## config.mk

```make
export PLATFORM = sky130hd
export DESIGN_NAME = hps_key_mul
export DESIGN_NICKNAME = d
export VERILOG_FILES = /design/src/rtl/core/hps_pkg.sv /design/src/rtl/core/hps_key_mul.sv
export SDC_FILE = /design/constraint.sdc
export NUM_CORES = 1
export LEC_CHECK = 0
export ABC_AREA = 0
export BUFFER_PORTS_ARGS = -buffer_cell sky130_fd_sc_hd__buf_2
export CORE_MARGIN = 1
export CORE_UTILIZATION = 50
export DETAILED_ROUTE_END_ITERATION = 10
export GPL_ROUTABILITY_DRIVEN = 1
export PLACE_DENSITY = 0.68
export SLEW_MARGIN = 15
export SYNTH_ARGS = -nofsm -noshare
export SYNTH_HDL_FRONTEND = slang
export SYNTH_SLANG_ARGS = --single-unit
```

## constraint.sdc

```tcl
create_clock -name vclk -period 12.9
set_input_delay 1.935 -clock vclk [all_inputs]
set_output_delay 1.935 -clock vclk [all_outputs]
set_load 0.01 [all_outputs]
```

## src/rtl/core/hps_pkg.sv

```systemverilog
// Shared types and constants of the heap process scheduler.
// Depends on nothing; imported by hps_key_mul and heap_process_scheduler_top.
package hps_pkg;

	localparam int KEY_W = 49;

	localparam logic CMD_ADD = 1'b0;
	localparam logic CMD_RUN = 1'b1;

	localparam logic [2:0] ST_ADDED     = 3'd0;
	localparam logic [2:0] ST_FULL      = 3'd1;
	localparam logic [2:0] ST_EMPTY     = 3'd2;
	localparam logic [2:0] ST_REQUEUED  = 3'd3;
	localparam logic [2:0] ST_COMPLETED = 3'd4;

	typedef struct packed {
		logic        cmd;
		logic [15:0] new_priority;
		logic [30:0] new_full_time;
	} in_word_t;

	typedef struct packed {
		logic [2:0]  status;
		logic [15:0] served_priority;
		logic [31:0] served_elapsed;
		logic [30:0] served_full_time;
		logic [31:0] steps_done;
		logic [6:0]  queue_count;
	} out_word_t;

	typedef struct packed {
		logic [15:0] prio;
		logic [31:0] elapsed;
		logic [30:0] full_time;
	} entry_t;

endpackage

```

## src/rtl/core/hps_key_mul.sv

```systemverilog
// Heap key of one process: priority * (elapsed + 1), exact 49-bit product.
// Depends on hps_pkg.
module hps_key_mul (
	input  hps_pkg::entry_t                ent,
	output logic [hps_pkg::KEY_W-1:0]      key
);
	import hps_pkg::*;

	logic [32:0] elapsed_inc;

	assign elapsed_inc = {1'b0, ent.elapsed} + 33'd1;
	assign key = KEY_W'(ent.prio) * KEY_W'(elapsed_inc);

endmodule

```

==> results.md <==
* # clk buffers at 0
* Crit start category: input pin
* Iteration-0 DRC Markers at 686
* Non-Filler Cell Area, Final at 18370 sq um
* Worst-margin pin slew at 884.3 ps
* Seq_cells at 0
* Tmin final at 11840 ps
* Routability cong. at 0.8796
* Fin util at 0.5424
* Core Box Area at 33870 sq um
* Cells after Synth at 2024
* Max Freq at 84.49 MHz
* Syn Area/Cell at 8.600 sq um
* Critical Path RT at 10970 ps
* Delay-heaviest family, CP: adder cells
* Final setup violation count at 0
* Share of cells above drive strength 1 at 0.07975
* Row count at 67
* Starting Density at 0.5139
* Count of final hold-check violations at 0
* Hold crit path type: input pin to output pin
* Post-synth top cells: inv_1 (466), fa_1 (432), nand2_1 (341)
* Mapped Nets at 2657
* Fin nets at 2704
* Routed Antenna Nets at 0
* Cell mode on critical path: fa_1
* Vias per cell at 5.347
* Final Max Slew Viols at 0
* GRT Util Overall at 0.2620
* Crit path max fanout at 9
* Setup tns final at 0 ps
* Vias post-DR at 13460
* Most common cell in the netlist: inv_1
* Vias in the first global route at 14580
* CTS Hold Bufs at 0
* Post-Syn Area at 17410 sq um
* DR WL/cell at 17.54 um
* Total I/O pin count at 128
* Cell taking the most area after synthesis: fa_1
* Area share of the largest cell type after synthesis at 0.4969
* Multi-input logic area at 15240 sq um
* Worst path arrival time at 9900 ps
* Die Area at 35560 sq um
* DPL Wire Length at 36.25 mm
* DRC at 0
* Detailed Route WL at 44.17 mm
* Post-CTS setup buffer count at 0
* RSZ-0062 raised after global routing: no
* First-pass GRT wire length at 74.09 mm
* GR Overflow Total at 0
* Die H at 188.6 um
* Critical Path Max Stage Delay at 620 ps
* Crit Path Category: input pin to output pin
* CP bufs+invs at 8
* First-pass iteration count of the detailed router at 5
* Yosys warning count at 0
* Hold WS at 4506 ps
* Die width at 188.6 um
* Register area at 0 sq um
* Largest net degree at the start of global routing at 34
* Sequential area share after synthesis at 0
* Area contributors post-synth: fa_1 (50%), inv_1 (10%), ha_1 (8.8%)
* Layout overhead on the synthesized area at 5.542%
* Fin crit share at 0.9175
* Slew HR at 0.4085
* Status: finished, final reports clean
* DP Area at 18370 sq um
* Port Buffers at 97
* Fill cells at 3184
* Maxcap violations at 0
* Yosys cell types at 67
* Initial antenna violation count at 1
* Slowest cell on the critical path: xor2_1
* Post-CTS sizing at 0
* Critical path endpoint category: output pin
-- routing by layer --
layer,global-route usage,part of all wire
met2,0.4646,0.51
met5,0,0
met1,0.3424,0.40
met3,0.02924,0.066
met4,0.06234,0.023
-- stage by stage --
step	setup WS, ps	instances
global placement	1259	2517
global route	690.6	2518
CTS	1190	2517
detailed placement	1222	2517
finish	1065	2518
floorplan	2352	2024
-- placed cells by master, fill, tap and decap left out, drive strengths merged, types with 2 or more instances in the layout --
| master | n |
|---|---|
| nor4 | 2 |
| buf | 141 |
| a21oi | 49 |
| ha | 122 |
| or2 | 4 |
| inv | 466 |
| a31oi | 7 |
| nand2 | 341 |
| o21ai | 25 |
| nor2b | 10 |
| o41ai | 2 |
| o21a | 2 |
| o31ai | 4 |
| nor3 | 5 |
| o211ai | 4 |
| nand2b | 6 |
| and2 | 221 |
| nor2 | 31 |
| nand4 | 14 |
| and4 | 7 |
| o2111ai | 2 |
| and2b | 6 |
| a21o | 23 |
| or3 | 3 |
| and3 | 11 |
| a21boi | 3 |
| a211oi | 5 |
| a211o | 2 |
| xor2 | 31 |
| xnor2 | 45 |
| o21bai | 10 |
| nand3 | 20 |
| fa | 432 |
-- cell type report --
cell class | instances | share of cell area
multi-input combinational | 1462 | 0.8297
inverter | 466 | 0.09522
timing repair buffer | 141 | 0.04441
tap | 448 | 0.03051
antenna | 1 | 0.0001362
-- worst paths after layout --
path  cells after the start      end     from
min                       4   key[0]  ent[31]
max                      30  key[45]  ent[31]
-- logic make-up after synthesis --
kind of cell,count (synthesis),share of synthesized area
AO/OA/AOI/OAI,148,0.05485
XOR/XNOR,76,0.04062
adder cells (fa/ha/maj),554,0.5846
buffers and inverters,562,0.1243
multiplexers,1,0.0005751
AND/OR/NAND/NOR,683,0.1951
Power is left out: the tool's default activity adds up to more than one toggle a clock period on the data nets, which glitch-free logic cannot reach.
